**src/rtl/reference_count_table_assert.svh**
```systemverilog
// Assertion macros used by the top level of the reference count table RTL.
`ifndef REFERENCE_COUNT_TABLE_ASSERT_SVH
`define REFERENCE_COUNT_TABLE_ASSERT_SVH
`ifndef SYNTH
// Same-cycle implication under reset.
`define RCT_ASSERT_IMP(lbl, clk, rstn, ante, cons) \
    lbl: assert property (@(posedge clk) disable iff (!rstn) (ante) |-> (cons)) \
        else $error("rct assertion failed");
// Next-cycle implication under reset.
`define RCT_ASSERT_NEXT(lbl, clk, rstn, ante, cons) \
    lbl: assert property (@(posedge clk) disable iff (!rstn) (ante) |=> (cons)) \
        else $error("rct assertion failed");
`else
`define RCT_ASSERT_IMP(lbl, clk, rstn, ante, cons)
`define RCT_ASSERT_NEXT(lbl, clk, rstn, ante, cons)
`endif
`endif

```
**src/rtl/rct_pkg.sv**
```systemverilog
// Shared types and constants of the reference count table.
package rct_pkg;

    localparam int DEF_NUM_SETS = 256;
    localparam int DEF_NUM_WAYS = 4;
    localparam int QUEUE_DEPTH  = 2;

    localparam logic [63:0] MIX_K1 = 64'hff51afd7ed558ccd;
    localparam logic [63:0] MIX_K2 = 64'hc4ceb9fe1a85ec53;
    localparam int MIX_SHIFT = 33;

    // hash bits taken per cycle of the set reduction (one remainder digit)
    localparam int MOD_DIGIT = 4;
    localparam int MOD_STEPS = 64 / MOD_DIGIT;

    typedef logic [2:0] t_kind;
    localparam t_kind KIND_QUERY  = 3'd0;
    localparam t_kind KIND_INC    = 3'd1;
    localparam t_kind KIND_DEC    = 3'd2;
    localparam t_kind KIND_REMOVE = 3'd3;
    localparam t_kind KIND_TAKE   = 3'd4;

    typedef logic [1:0] t_status;
    localparam t_status ST_OK        = 2'd0;
    localparam t_status ST_NOT_FOUND = 2'd1;
    localparam t_status ST_FULL      = 2'd2;
    localparam t_status ST_EMPTY     = 2'd3;

    typedef struct packed {
        logic               valid;
        logic               in_zero;
        logic [63:0]        key;
        logic signed [31:0] count;
    } t_entry;

    typedef struct packed {
        logic clearing;
    } t_bstat;

    typedef enum logic [1:0] {
        F_IDLE,
        F_MUL,
        F_MOD,
        F_PUSH
    } t_fstate;

    typedef enum logic [2:0] {
        B_CLEAR,
        B_IDLE,
        B_SET,
        B_LNK,
        B_PUSH1,
        B_PUSH2,
        B_DONE
    } t_bstate;

endpackage

```
**src/rtl/rct_front.sv**
```systemverilog
// Front end: accepts operations, hashes the key to a set, queues the result.
module rct_front
    import rct_pkg::*;
#(
    parameter int NUM_SETS = DEF_NUM_SETS,
    parameter int SB = (NUM_SETS > 1) ? $clog2(NUM_SETS) : 1
) (
    input  logic          i_clk,
    input  logic          i_rst_n,
    input  logic          i_valid,
    output logic          o_stall,
    input  logic [2:0]    i_kind,
    input  logic [63:0]   i_key,
    output logic          o_q_push,
    input  logic          i_q_full,
    output logic [2:0]    o_kind,
    output logic [63:0]   o_key,
    output logic [SB-1:0] o_set
);

    localparam int RB = SB + 1;
    localparam int CB = (MOD_STEPS > 1) ? $clog2(MOD_STEPS) : 1;

    t_fstate       r_state, n_state;
    logic [1:0]    r_step, n_step;
    logic          r_pass, n_pass;
    logic [CB-1:0] r_cnt, n_cnt;
    logic [2:0]    r_kind, n_kind;
    logic [63:0]   r_key, n_key;
    logic [63:0]   r_x, n_x;
    logic [63:0]   r_acc, n_acc;
    logic [63:0]   r_prod, n_prod;
    logic [63:0]   r_src, n_src;
    logic [RB-1:0] r_rem, n_rem;

    logic [31:0]   mul_a, mul_b;
    logic [63:0]   mul_p;

    // pick the partial product of this step
    always_comb begin
        logic [63:0] c;
        c = r_pass ? MIX_K2 : MIX_K1;
        unique case (r_step)
            2'd1: begin
                mul_a = r_x[31:0];
                mul_b = c[63:32];
            end
            2'd2: begin
                mul_a = r_x[63:32];
                mul_b = c[31:0];
            end
            default: begin
                mul_a = r_x[31:0];
                mul_b = c[31:0];
            end
        endcase
        mul_p = {32'd0, mul_a} * {32'd0, mul_b};
    end

    // next state and datapath
    always_comb begin
        logic [63:0]   fin;
        logic [63:0]   mixed;
        logic [RB-1:0] rem;
        n_state  = r_state;
        n_step   = r_step;
        n_pass   = r_pass;
        n_cnt    = r_cnt;
        n_kind   = r_kind;
        n_key    = r_key;
        n_x      = r_x;
        n_acc    = r_acc;
        n_prod   = r_prod;
        n_src    = r_src;
        n_rem    = r_rem;
        o_q_push = 1'b0;
        fin      = {r_acc[63:32] + r_prod[31:0], r_acc[31:0]};
        mixed    = fin ^ (fin >> MIX_SHIFT);
        rem      = r_rem;
        unique case (r_state)
            F_IDLE: begin
                if (i_valid) begin
                    n_kind  = i_kind;
                    n_key   = i_key;
                    n_x     = i_key ^ (i_key >> MIX_SHIFT);
                    n_step  = 2'd0;
                    n_pass  = 1'b0;
                    n_state = F_MUL;
                end
            end
            F_MUL: begin
                n_prod = mul_p;
                n_step = r_step + 2'd1;
                unique case (r_step)
                    2'd0: ;
                    2'd1: n_acc = r_prod;
                    2'd2: n_acc = fin;
                    2'd3: begin
                        n_x = mixed;
                        if (!r_pass) begin
                            n_pass = 1'b1;
                        end else begin
                            n_src   = mixed;
                            n_rem   = '0;
                            n_cnt   = '0;
                            n_state = F_MOD;
                        end
                    end
                endcase
            end
            F_MOD: begin
                // shift in digits of the hash, reduce below the set count
                for (int b = 0; b < MOD_DIGIT; b++) begin
                    rem = {rem[RB-2:0], r_src[63-b]};
                    if (rem >= RB'(NUM_SETS)) begin
                        rem = rem - RB'(NUM_SETS);
                    end
                end
                n_rem = rem;
                n_src = r_src << MOD_DIGIT;
                n_cnt = r_cnt + 1'b1;
                if (r_cnt == CB'(MOD_STEPS - 1)) begin
                    n_state = F_PUSH;
                end
            end
            F_PUSH: begin
                if (!i_q_full) begin
                    o_q_push = 1'b1;
                    n_state  = F_IDLE;
                end
            end
        endcase
    end

    // control registers
    always_ff @(posedge i_clk) begin
        if (!i_rst_n) begin
            r_state <= F_IDLE;
            r_step  <= '0;
            r_pass  <= 1'b0;
            r_cnt   <= '0;
        end else begin
            r_state <= n_state;
            r_step  <= n_step;
            r_pass  <= n_pass;
            r_cnt   <= n_cnt;
        end
    end

    // payload registers
    always_ff @(posedge i_clk) begin
        r_kind <= n_kind;
        r_key  <= n_key;
        r_x    <= n_x;
        r_acc  <= n_acc;
        r_prod <= n_prod;
        r_src  <= n_src;
        r_rem  <= n_rem;
    end

    assign o_stall = (r_state != F_IDLE);
    assign o_kind  = r_kind;
    assign o_key   = r_key;
    assign o_set   = r_rem[SB-1:0];

endmodule

```
**config.mk**
```make
export PLATFORM = sky130hd
export DESIGN_NAME = rct_front
export DESIGN_NICKNAME = d
export VERILOG_FILES = /design/src/rtl/reference_count_table_assert.svh /design/src/rtl/rct_pkg.sv /design/src/rtl/rct_front.sv
export SDC_FILE = /design/constraint.sdc
export NUM_CORES = 2
export LEC_CHECK = 0
export BUFFER_PORTS_ARGS = -buffer_cell sky130_fd_sc_hd__buf_2
export CAP_MARGIN = 30
export CORE_MARGIN = 10
export CORE_UTILIZATION = 65
export CTS_BUF_LIST = sky130_fd_sc_hd__clkbuf_4 sky130_fd_sc_hd__clkbuf_8
export DETAILED_ROUTE_END_ITERATION = 6
export GPL_TIMING_DRIVEN = 1
export HOLD_SLACK_MARGIN = 0.02
export PLACE_DENSITY = 0.83
export SYNTH_ARGS = -nofsm -noshare
export SYNTH_HDL_FRONTEND = slang
export SYNTH_SLANG_ARGS = --single-unit
```
**constraint.sdc**
```tcl
create_clock -name i_clk -period 13.54 [get_ports i_clk]
set_input_delay 2.031 -clock i_clk [delete_from_list [all_inputs] [get_ports i_clk]]
set_output_delay 2.031 -clock i_clk [all_outputs]
set_load 0.1 [all_outputs]
```
==> impl_metrics.yaml <==
grt:
  grt_first_pass_wirelength_um: 201000
  first_global_vias: 33002
  grt-ovfl-total: 0
  combined_global_route_utilization_of_all_metal_layers: 0.329
  grt_antenna_before_repair: 2
  grt_start_max_net_pins: 81
routing:
  count_of_antenna_violating_nets_left_after_detailed_routing: 0
  drt_wl_total_um: 132000
  routedWlPerCell_um: 24.7
  viasPerCell: 5.97
  drtIter0Drc: 3286
  routed-via-count: 31860
  drt_pass1_iterations: 6
  drt_drc_violations_left: 0
worst_setup_path:
  worst_path_max_delay_cell: "a2111oi_0"
  required_ps: 13870
  cp_max_fo: 80
  criticalPathCategory: "reg2reg"
  worstRegToRegCells: 29
  end_kind: "register"
  cp_slowest_stage_delay_ps: 710
  critPathMostFrequentCell: "fa_1"
  startpoint_class_of_the_critical_path: "register"
  timing.critical_path.arrival_ps: 10780
status:
  status: "finished clean"
synthesis:
  netlist.top_cell.by_area: "fa_1"
  yosys_warnings: 0
  yosys_register_bits: 340
  syn_area_mm2: 0.0451
  mean_area_per_synthesized_cell_um2: 10.6
  netlist-cell-type-count: 80
  synth-edff-count: 331
  synth_top_area_share: 0.345
  synth-async-reset-ratio: 0
  ys_top_cells_by_count: "inv_1 (910), fa_1 (778), ha_1 (400)"
  post_synth_inst_count: 4258
  synth.net_count: 5507
  synth-main-ff-cell: "edfxtp_1"
  synth_area_leaders: "fa_1 (35%), edfxtp_1 (22%), ha_1 (11%)"
  ys_seq_area_frac: 0.224
  most_common_cell_in_the_synthesized_netlist: "inv_1"
die:
  die_x_um: 284
  die-area_mm2: 0.0804
  effective_utilization_at_floorplan: 0.657
  floorplan.io_pins: 148
  die_h_um: 284
  core_area_mm2: 0.0687
  placementRows: 96
clock_tree:
  cts.path.max_buffers: 3
  ctsRootBufferMaster: "clkbuf_8"
  resized_cells_post_cts: 0
  post-cts-setup-buffers: 0
  holdBufCountCts: 0
  cts_num_sinks: 340
  cts_tree: "done"
  clock_insertion_delay_worst_skew_ps: 610
  h_tree_levels: 2
  clkSlewWorstSetupHoldPaths_ps: 70
  cts_buffers: 47
placed_design:
  placement.io_buffers: 147
  dp_hpwl_um: 111000
  finalWeightedCongestion: 1.04
  dp_slack_ps: 3250
sta:
  grt_setup_unrepaired: "no"
  timing.final.hold_violations: 0
  fin_ws_ps: 3090
  max_freq_ghz: 0.0957
  tightest_slew_ps: 1010
  clock_skew_ps: 35.1
  hold-worst-slack_ps: 514
  setup_violations: 0
  timing.final.crit_period_ps: 10450
  maxSlewHeadroom: 0.320
  setup_total_negative_slack_ps: 0
  report.final.slew_viol_count: 0
  part_of_the_cycle_the_worst_path_needs: 0.772
hold_path:
  worstHoldPathCells: 2
  min-delay-path-class: "reg2reg"
final_layout:
  finalNetCount: 5622
  drive_gt1_frac: 0.0953
  synthToLayoutAreaGrowth_pct: 6.15
flow_run:
  max_cap_violations: 0
## cell type report
| type | count | area (um2) |
|---|---|---|
| clock inverter | 19 | 133 |
| inverter | 921 | 3460 |
| multi-input combinational | 2868 | 31100 |
| tap | 931 | 1160 |
| fill | 5146 | 20800 |
| sequential | 340 | 10100 |
| clock buffer | 64 | 774 |
| timing repair buffer | 195 | 1120 |
| antenna | 1 | 2.50 |
## state kept, by name, indices dropped and copies added (netlist names), 3 cells and up
register  cells
r_rem         8
o_kind        3
o_key        64
r_cnt         4
r_src        64
r_acc        64
r_x          64
r_prod       64
## per-stage QoR
stage | util | instances | cell area (um2)
5_1_grt | 0.697 | 5338 | 47900
2_1_floorplan | - | 4258 | 45100
3_3_place_gp | 0.684 | 5253 | 47000
6_report | 0.697 | 5339 | 47900
4_1_cts | 0.697 | 5338 | 47900
3_5_place_dp | 0.684 | 5255 | 47000
## per-layer routing
layer	up-vias	track usage	routed length [um]
met1	15938	0.440	50300
met2	1846	0.517	61400
li1	13696	-	-
met4	0	0.160	7670
met5	-	0	0
met3	380	0.0573	12700
## worst max-delay path: cells and delay by family (launching register included)
kind            cells  cell delay [ps]
flops               1              360
fa+ha+maj          10             4860
buf+inv             8             1440
compound gates      6             1530
mux                 1              610
simple gates        4             1300
## layout by cell type (no fill, tap or decap), drive strengths merged, types with 25 or more instances in the layout
master,count
nor2b,48
nand2,246
nand2b,53
inv,913
edfxtp,331
clkinv,25
mux2i,25
and2,45
a21oi,167
ha,400
nand3,28
and3,25
xor2,101
xnor2,121
o21ai,97
fa,778
nor2,325
clkbuf,64
mux2,108
a21o,88
buf,195
## worst paths after layout
kind,startpoint,to,slack (ps)
setup / recovery,r_step[0]$_SDFFE_PN0P_,r_prod[57]$_DFFE_PP_,3090
hold / removal,r_src[35]$_DFFE_PP_,r_src[39]$_DFFE_PP_,510
setup reg to reg,r_step[0]$_SDFFE_PN0P_,r_prod[57]$_DFFE_PP_,3090
hold reg to reg,r_src[35]$_DFFE_PP_,r_src[39]$_DFFE_PP_,510
## cells by family after synthesis
logic type | share of synthesized area
flip-flops | 0.224
buffers and inverters | 0.0874
multiplexers | 0.0325
XOR/XNOR | 0.0461
other | 0.0000831
AND/OR/NAND/NOR | 0.0848
adder cells (fa/ha/maj) | 0.457
AO/OA/AOI/OAI | 0.0676
Power is not shown: default switching activity piles up to over one toggle a cycle in this logic, so the estimate is an artifact.
