**src/rtl/reference_count_table_assert.svh**
```systemverilog
// Assertion macros used by the top level of the reference count table RTL.
`ifndef REFERENCE_COUNT_TABLE_ASSERT_SVH
`define REFERENCE_COUNT_TABLE_ASSERT_SVH
`ifndef SYNTH
// Same-cycle implication under reset.
`define RCT_ASSERT_IMP(lbl, clk, rstn, ante, cons) \
    lbl: assert property (@(posedge clk) disable iff (!rstn) (ante) |-> (cons)) \
        else $error("rct assertion failed");
// Next-cycle implication under reset.
`define RCT_ASSERT_NEXT(lbl, clk, rstn, ante, cons) \
    lbl: assert property (@(posedge clk) disable iff (!rstn) (ante) |=> (cons)) \
        else $error("rct assertion failed");
`else
`define RCT_ASSERT_IMP(lbl, clk, rstn, ante, cons)
`define RCT_ASSERT_NEXT(lbl, clk, rstn, ante, cons)
`endif
`endif

```
**src/rtl/rct_pkg.sv**
```systemverilog
// Shared types and constants of the reference count table.
package rct_pkg;

    localparam int DEF_NUM_SETS = 256;
    localparam int DEF_NUM_WAYS = 4;
    localparam int QUEUE_DEPTH  = 2;

    localparam logic [63:0] MIX_K1 = 64'hff51afd7ed558ccd;
    localparam logic [63:0] MIX_K2 = 64'hc4ceb9fe1a85ec53;
    localparam int MIX_SHIFT = 33;

    // hash bits taken per cycle of the set reduction (one remainder digit)
    localparam int MOD_DIGIT = 4;
    localparam int MOD_STEPS = 64 / MOD_DIGIT;

    typedef logic [2:0] t_kind;
    localparam t_kind KIND_QUERY  = 3'd0;
    localparam t_kind KIND_INC    = 3'd1;
    localparam t_kind KIND_DEC    = 3'd2;
    localparam t_kind KIND_REMOVE = 3'd3;
    localparam t_kind KIND_TAKE   = 3'd4;

    typedef logic [1:0] t_status;
    localparam t_status ST_OK        = 2'd0;
    localparam t_status ST_NOT_FOUND = 2'd1;
    localparam t_status ST_FULL      = 2'd2;
    localparam t_status ST_EMPTY     = 2'd3;

    typedef struct packed {
        logic               valid;
        logic               in_zero;
        logic [63:0]        key;
        logic signed [31:0] count;
    } t_entry;

    typedef struct packed {
        logic clearing;
    } t_bstat;

    typedef enum logic [1:0] {
        F_IDLE,
        F_MUL,
        F_MOD,
        F_PUSH
    } t_fstate;

    typedef enum logic [2:0] {
        B_CLEAR,
        B_IDLE,
        B_SET,
        B_LNK,
        B_PUSH1,
        B_PUSH2,
        B_DONE
    } t_bstate;

endpackage

```
**src/rtl/rct_queue.sv**
```systemverilog
// Short queue between the front and back ends.
module rct_queue
    import rct_pkg::*;
#(
    parameter int WIDTH = 8
) (
    input  logic             i_clk,
    input  logic             i_rst_n,
    input  logic             i_push,
    input  logic [WIDTH-1:0] i_data,
    input  logic             i_pop,
    output logic [WIDTH-1:0] o_data,
    output logic             o_full,
    output logic             o_empty
);

    localparam int PB = (QUEUE_DEPTH > 1) ? $clog2(QUEUE_DEPTH) : 1;
    localparam int NB = $clog2(QUEUE_DEPTH + 1);

    logic [WIDTH-1:0] r_mem [QUEUE_DEPTH];
    logic [PB-1:0]    r_wp, n_wp;
    logic [PB-1:0]    r_rp, n_rp;
    logic [NB-1:0]    r_cnt, n_cnt;

    // advance pointers and fill count
    always_comb begin
        n_wp  = r_wp;
        n_rp  = r_rp;
        n_cnt = r_cnt;
        if (i_push) begin
            n_wp = (r_wp == PB'(QUEUE_DEPTH - 1)) ? '0 : r_wp + 1'b1;
        end
        if (i_pop) begin
            n_rp = (r_rp == PB'(QUEUE_DEPTH - 1)) ? '0 : r_rp + 1'b1;
        end
        if (i_push && !i_pop) begin
            n_cnt = r_cnt + 1'b1;
        end else if (!i_push && i_pop) begin
            n_cnt = r_cnt - 1'b1;
        end
    end

    always_ff @(posedge i_clk) begin
        if (!i_rst_n) begin
            r_wp  <= '0;
            r_rp  <= '0;
            r_cnt <= '0;
        end else begin
            r_wp  <= n_wp;
            r_rp  <= n_rp;
            r_cnt <= n_cnt;
        end
    end

    // store the pushed word
    always_ff @(posedge i_clk) begin
        if (i_push) begin
            r_mem[r_wp] <= i_data;
        end
    end

    assign o_data  = r_mem[r_rp];
    assign o_full  = (r_cnt == NB'(QUEUE_DEPTH));
    assign o_empty = (r_cnt == '0);

endmodule

```
**config.mk**
```make
export PLATFORM = sky130hd
export DESIGN_NAME = rct_queue
export DESIGN_NICKNAME = d
export VERILOG_FILES = /design/src/rtl/reference_count_table_assert.svh /design/src/rtl/rct_pkg.sv /design/src/rtl/rct_queue.sv
export SDC_FILE = /design/constraint.sdc
export NUM_CORES = 1
export LEC_CHECK = 0
export ABC_AREA = 1
export BUFFER_PORTS_ARGS = -buffer_cell sky130_fd_sc_hd__buf_2
export CAP_MARGIN = 0
export CORE_MARGIN = 5
export CORE_UTILIZATION = 52
export DETAILED_ROUTE_END_ITERATION = 10
export PLACE_DENSITY = 0.79
export SYNTH_ARGS = -nofsm -noshare
export SYNTH_HDL_FRONTEND = slang
export SYNTH_SLANG_ARGS = --single-unit
```
**constraint.sdc**
```tcl
create_clock -name i_clk -period 2.7 [get_ports i_clk]
set_input_delay 0.27 -clock i_clk [delete_from_list [all_inputs] [get_ports i_clk]]
set_output_delay 0.27 -clock i_clk [all_outputs]
set_load 0.02 [all_outputs]
```
==> results of run 1 <==
## cells in the mapped netlist
master    instances  area, um2
a21oi_1           1       5.00
inv_2             1       3.75
inv_1             8       30.0
buf_2             1       5.00
dfxtp_1           5        100
nand3_1           1       5.00
mux2_2            8       90.1
o21ai_0           1       5.00
ha_1              1       12.5
xnor2_1           1       8.76
edfxtp_1         16        480
nor3_1            1       5.00
nand2_2           1       6.26
nand2_1           4       15.0
nand4_1           1       6.26
nor2_1            7       26.3
## routing by layer
metal | wire [um] | share of wire [%] | vias to the layer above | track usage [%]
li1 | - | - | 246 | -
met1 | 478 | 39 | 232 | 13.0
met2 | 638 | 52 | 16 | 19.3
met3 | 85 | 6.9 | 3 | 3.98
met4 | 29 | 2.4 | 0 | 8.07
met5 | 0 | 0 | - | 0
## area by class of cell
type / count / area (um2)
flip-flops and latches: 21 / 581
repair buffers: 21 / 105
clock inverters: 1 / 5.00
well taps: 16 / 20.0
fillers: 123 / 537
clock buffers: 3 / 22.5
multi-input cells: 27 / 185
inverters: 9 / 33.8
## power by group through the flow
| stage | clock, mW | combinational [mW] | sequential [mW] |
|---|---|---|---|
| after CTS | 0.152 | 0.0940 | 0.382 |
| after global placement | 0 | 0.0910 | 0.388 |
| after detailed placement | 0 | 0.0938 | 0.390 |
| after floorplan | 0 | 0.0666 | 0.383 |
| final | 0.145 | 0.0926 | 0.382 |
| after global routing | 0.169 | 0.103 | 0.385 |
## per-stage QoR
step           cell area (um2)  std cells  setup WS (ps)
2_1_floorplan              805         58           1580
3_3_place_gp               925         94           1380
3_5_place_dp               925         94           1360
4_1_cts                    952         98           1020
5_1_grt                    952         98            950
6_report                   952         98           1050
## flip-flops by register name, indices dropped and copies added (netlist names), named ones only
name   flops
r_mem     16
r_cnt      2
r_rp       1
r_wp       1
## cell families (layout without fill, tap and decap cells)
| group | count (synthesis) | after routing | synth area share [%] |
|---|---|---|---|
| AO/OA/AOI/OAI | 2 | 2 | 1.24 |
| XOR/XNOR | 1 | 1 | 1.09 |
| adder cells (fa/ha/maj) | 1 | 1 | 1.55 |
| multiplexers | 8 | 8 | 11.2 |
| flip-flops | 21 | 21 | 72.2 |
| buffers and inverters | 10 | 34 | 4.82 |
| AND/OR/NAND/NOR | 15 | 15 | 7.93 |
## worst max-delay path by stage
| stage | slack, ps | cells after the start | to | start |
|---|---|---|---|---|
| finish | 1050 | 2 | o_data[1] | register |
| global route | 950 | 2 | o_data[6] | register |
| CTS | 1020 | 2 | o_data[1] | register |
| detailed placement | 1360 | 2 | o_data[1] | register |
| global placement | 1380 | 2 | o_data[1] | register |
| floorplan | 1580 | 2 | o_data[0] | register |
==> out/results.txt, run 1 <==
Status - finished, final reports clean
Max VDD drop - 462 uV
Worst rel slew slack - 54.6%
Hold path cells - 1
Commonest cells after routing, fill and taps aside - 21 x buf_2, 16 x edfxtp_1, 8 x mux2_2, 8 x inv_1, 7 x nor2_1
Final wirelength - 1230 um
Syn Std Cell Area - 805 um2
Hold path startpoint - i_data[2]
Core area - 1490 um2
DR vias - 497
Clock transition at path regs - 110 ps
Worst Hold End - r_mem[1][2]
Worst r2r path cells - 1
Critical path's largest stage delay - 550 ps
Final Util - 63.9%
Power share of the combinational group - 14.9%
Crit-path max FO - 8
Root buf cell - clkbuf_4
CP top delay family - flip-flops
WP buf/inv - 1
Most common cell after layout, fill and taps aside - buf_2
Cell-internal power - 0.464 mW
Max Fclk - 0.606 GHz
First-pass detailed-route iteration total - 4
NetSw - 0.156 mW
Post-route DRC - 0
PostCTS Resize Cnt - 0
FP Rows - 14
CTS Hold Bufs - 0
Final hold slack - 145 ps
Share of layout cells above drive strength 1 - 42.7%
CTS H-tree lvls - 1
Drt wl/cell - 12.6 um
Reg2reg start - r_wp
Starting Density - 54.0%
DP HPWL - 948 um
Actual slew at the worst max-slew pin - 679 ps
Reg2Reg Setup Slack - 1470 ps
Total GRT Usage - 12.0%
DR vias/cell - 5.07
Crit-path cells - mux2_2, buf_2
Critical path endpoint category - primary output
Syn Area/Cell - 13.9 um2
Leak Pwr - 0.410 nW
Min cycle time layout - 1650 ps
Setup_tns - 0 ps
Number of global-route vias before repair - 510
Post-Syn Instances - 58
DRT antenna net count - 0
Period utilisation layout - 61.2%
R2R Path End - r_mem[0][0]
Die Area - 2430 um2
MaxCap Viol Count - 0
Clock sinks - 21
Final Setup Violations - 0
Clock Tree Buf Depth - 2
CTS buffer count - 3
Final hold vios - 0
Flops & latches, synth - 21
Syn-to-layout area delta - 18.4%
Warnings from Yosys - 0
Synth cell types - 16
Clock share of power - 23.4%
Type of the worst min-delay path - in2reg
Worst setup SP type - register
Number of buffers inserted by port buffering - 21
Critical setup path kind - reg2out
Iteration-0 DRC count of the detailed router - 14
Nets - 96
Die X - 49.3 um
Antenna violations before repair - 0
Diode count - 0
Post-Synthesis Net Count - 71
Max stage delay cell, worst path - dfxtp_1
Seq/Total Area, Yosys - 72.2%
First-pass GRT wire length - 2170 um
I/O pin cnt - 22
Switching part of the total - 25.2%
Routability congestion estimate - 0.660
Post-CTS Setup Bufs - 0
RSZ-0062 raised after global routing - false
Clock Latency Late Sink - 300 ps
Required @ worst endpoint - 2430 ps
CTS tree - done
Pwr dens - 651 nW/um2
Slew Viols, Final - 0
Global route total overflow - 0
Largest net degree at the start of global routing - 13
Part of the power in registers - 61.7%
Clock skew - 8.36 ps
Die Y - 49.3 um
CP arrival - 1380 ps
Total chip power - 0.620 mW
(Power assumes the default switching activity.)
==> run 2, diff against run 1 <==
--- a/config.mk
+++ b/config.mk
@@ -9,9 +9,9 @@
 export BUFFER_PORTS_ARGS = -buffer_cell sky130_fd_sc_hd__buf_2
 export CAP_MARGIN = 0
 export CORE_MARGIN = 5
-export CORE_UTILIZATION = 52
+export CORE_UTILIZATION = 49
 export DETAILED_ROUTE_END_ITERATION = 10
-export PLACE_DENSITY = 0.79
+export PLACE_DENSITY = 0.75
 export SYNTH_ARGS = -nofsm -noshare
 export SYNTH_HDL_FRONTEND = slang
 export SYNTH_SLANG_ARGS = --single-unit
==> constraint.sdc (replaced) <==
create_clock -name i_clk -period 1.71 [get_ports i_clk]
set_input_delay 0.171 -clock i_clk [delete_from_list [all_inputs] [get_ports i_clk]]
set_output_delay 0.171 -clock i_clk [all_outputs]
set_load 0.02 [all_outputs]
==> run 2 against run 1 <==
Net effect:
- die area rose by 4.9%
- non-clock buffer count rose by 1
- global-route usage fell by 1.5 points
- first-iteration DRC count fell by 71%
- clock skew fell by 6.6 ps
- count of clock-buffer cells in the layout did not move
- total power rose by 57%
- via count fell by 4.2%
- flip-flop and latch count did not move
==> out/results.txt, run 2 (synthesis gave the netlist of run 1 again) <==
Status - finished, final reports clean
Starting Density - 52.8% (-1.2 points)
Leak Pwr - 0.415 nW (+1.2%)
Die X - 50.5 um (+2.4%)
FP Rows - 14 (unchanged)
Clock Tree Buf Depth - 2 (unchanged)
Clock skew - 1.73 ps (-6.63 ps)
DP HPWL - 921 um (-2.8%)
Total GRT Usage - 10.4% (-1.5 points)
Number of buffers inserted by port buffering - 21 (unchanged)
First-pass detailed-route iteration total - 4 (unchanged)
I/O pin cnt - 22 (unchanged)
Global route total overflow - 0 (unchanged)
DR vias - 476 (-4.2%)
DRT antenna net count - 0 (unchanged)
Antenna violations before repair - 0 (unchanged)
Final Setup Violations - 0 (unchanged)
Setup_tns - 0 ps (unchanged)
Final Util - 63.0% (-0.98 points)
CTS tree - done
Number of global-route vias before repair - 458 (-10%)
Worst setup SP type - register
Max FFs per register - 16 (unchanged)
Iteration-0 DRC count of the detailed router - 4 (-10)
Total chip power - 0.974 mW (+57%)
RSZ-0062 raised after global routing - false
Post-route DRC - 0 (unchanged)
Clock transition at path regs - 110 ps (about the same)
Pwr dens - 1020 nW/um2 (+56%)
DR vias/cell - 4.81 (-5.2%)
Period utilisation layout - 90.0%
Syn-to-layout area delta - 19.3%
Worst rel slew slack - 74.9% (+20 points)
CTS Hold Bufs - 0 (unchanged)
Critical path's largest stage delay - 540 ps (about the same)
Die Y - 50.5 um (+2.4%)
Share of layout cells above drive strength 1 - 43.4% (+0.69 points)
Final hold vios - 0 (unchanged)
Actual slew at the worst max-slew pin - 375 ps (-304 ps)
CTS H-tree lvls - 1 (unchanged)
Largest net degree at the start of global routing - 13 (unchanged)
Diode count - 0 (unchanged)
Type of the worst min-delay path - in2reg
PostCTS Resize Cnt - 0 (unchanged)
Min cycle time layout - 1540 ps
Max Fclk - 0.650 GHz
Commonest cells after routing, fill and taps aside - 21 x buf_2, 16 x edfxtp_1, 8 x mux2_2, 8 x inv_1, 7 x nor2_1
MaxCap Viol Count - 0 (unchanged)
Nets - 97 (+1.0%)
Top flop regs - r_mem (16), r_cnt (2)
Routability congestion estimate - 0.615 (-6.8%)
Post-CTS Setup Bufs - 0 (unchanged)
Final wirelength - 1190 um (-3.1%)
Crit-path cells - mux2_2, buf_2
Most common cell after layout, fill and taps aside - buf_2
First-pass GRT wire length - 2030 um (-6.7%)
Root buf cell - clkbuf_4
Crit-path max FO - 8 (unchanged)
Critical path endpoint category - primary output
Clock Latency Late Sink - 290 ps (about the same)
Drt wl/cell - 12.1 um (-4.1%)
Max VDD drop - 640 uV (+39%)
Core area - 1520 um2 (+2.4%)
CTS buffer count - 3 (unchanged)
CP top delay family - flip-flops
Required @ worst endpoint - 1540 ps (-890 ps)
Largest reg by FF count - r_mem
Die Area - 2550 um2 (+4.9%)
WP buf/inv - 1 (unchanged)
CP arrival - 1370 ps (about the same)
Max stage delay cell, worst path - dfxtp_1
Clock sinks - 21 (unchanged)
Critical setup path kind - reg2out
Slew Viols, Final - 0 (unchanged)
## run 2: changes by cell type in the layout (fill, tap and decap cells not counted), sizes merged
cell	previous run	this run
buf	21	22
## run 2: report_power, final
| group | leakage (nW) | switching, mW | total, mW | internal (mW) |
|---|---|---|---|---|
| Combinational | 0.206 | 0.0837 | 0.147 | 0.0634 |
| Clock | 0.0177 | 0.138 | 0.225 | 0.0869 |
| Sequential | 0.192 | 0.0191 | 0.602 | 0.583 |
## run 2: area by class of cell
| cell class | count | area, um2 |
|---|---|---|
| clock buffers | 3 | 22.5 |
| clock inverters | 1 | 5.00 |
| fillers | 123 | 564 |
| inverters | 9 | 33.8 |
| multi-input cells | 27 | 185 |
| flip-flops and latches | 21 | 581 |
| well taps | 16 | 20.0 |
| repair buffers | 22 | 113 |
## run 2: worst reg2reg max path: cells and delay by family (launching register included)
kind                   cells  cell delay (ps)
flip-flops                 1              340
AND/OR/NAND/NOR            1              320
buffers and inverters      1              220
## run 2: final timing paths
path                            startpoint     endpoint  slack (ps)  cells after the start
worst max-delay path              register    o_data[0]         170                      2
worst min-delay path             i_data[7]  r_mem[1][7]          60                      1
worst max register to register        r_wp  r_mem[0][1]         560                      2
worst min register to register        r_wp         r_wp         520                      2
## run 2: routing by layer
metal | global-route usage (%) | vias up | share of wire (%)
met2 | 17.1 | 17 | 50
met4 | 3.83 | 0 | 0
met5 | 0 | - | 0
li1 | - | 250 | -
met3 | 3.55 | 0 | 7.3
met1 | 12.6 | 209 | 43
## run 2: through the flow
step / instance area, um2 / cells / setup slack [ps] / hold slack [ps]
2_1_floorplan: 805 / 58 / 652 / 270
3_3_place_gp: 932 / 95 / 485 / 360
3_5_place_dp: 932 / 95 / 480 / 364
4_1_cts: 960 / 99 / 133 / 48.7
5_1_grt: 960 / 99 / 63.1 / 38.5
6_report: 960 / 99 / 171 / 58.7
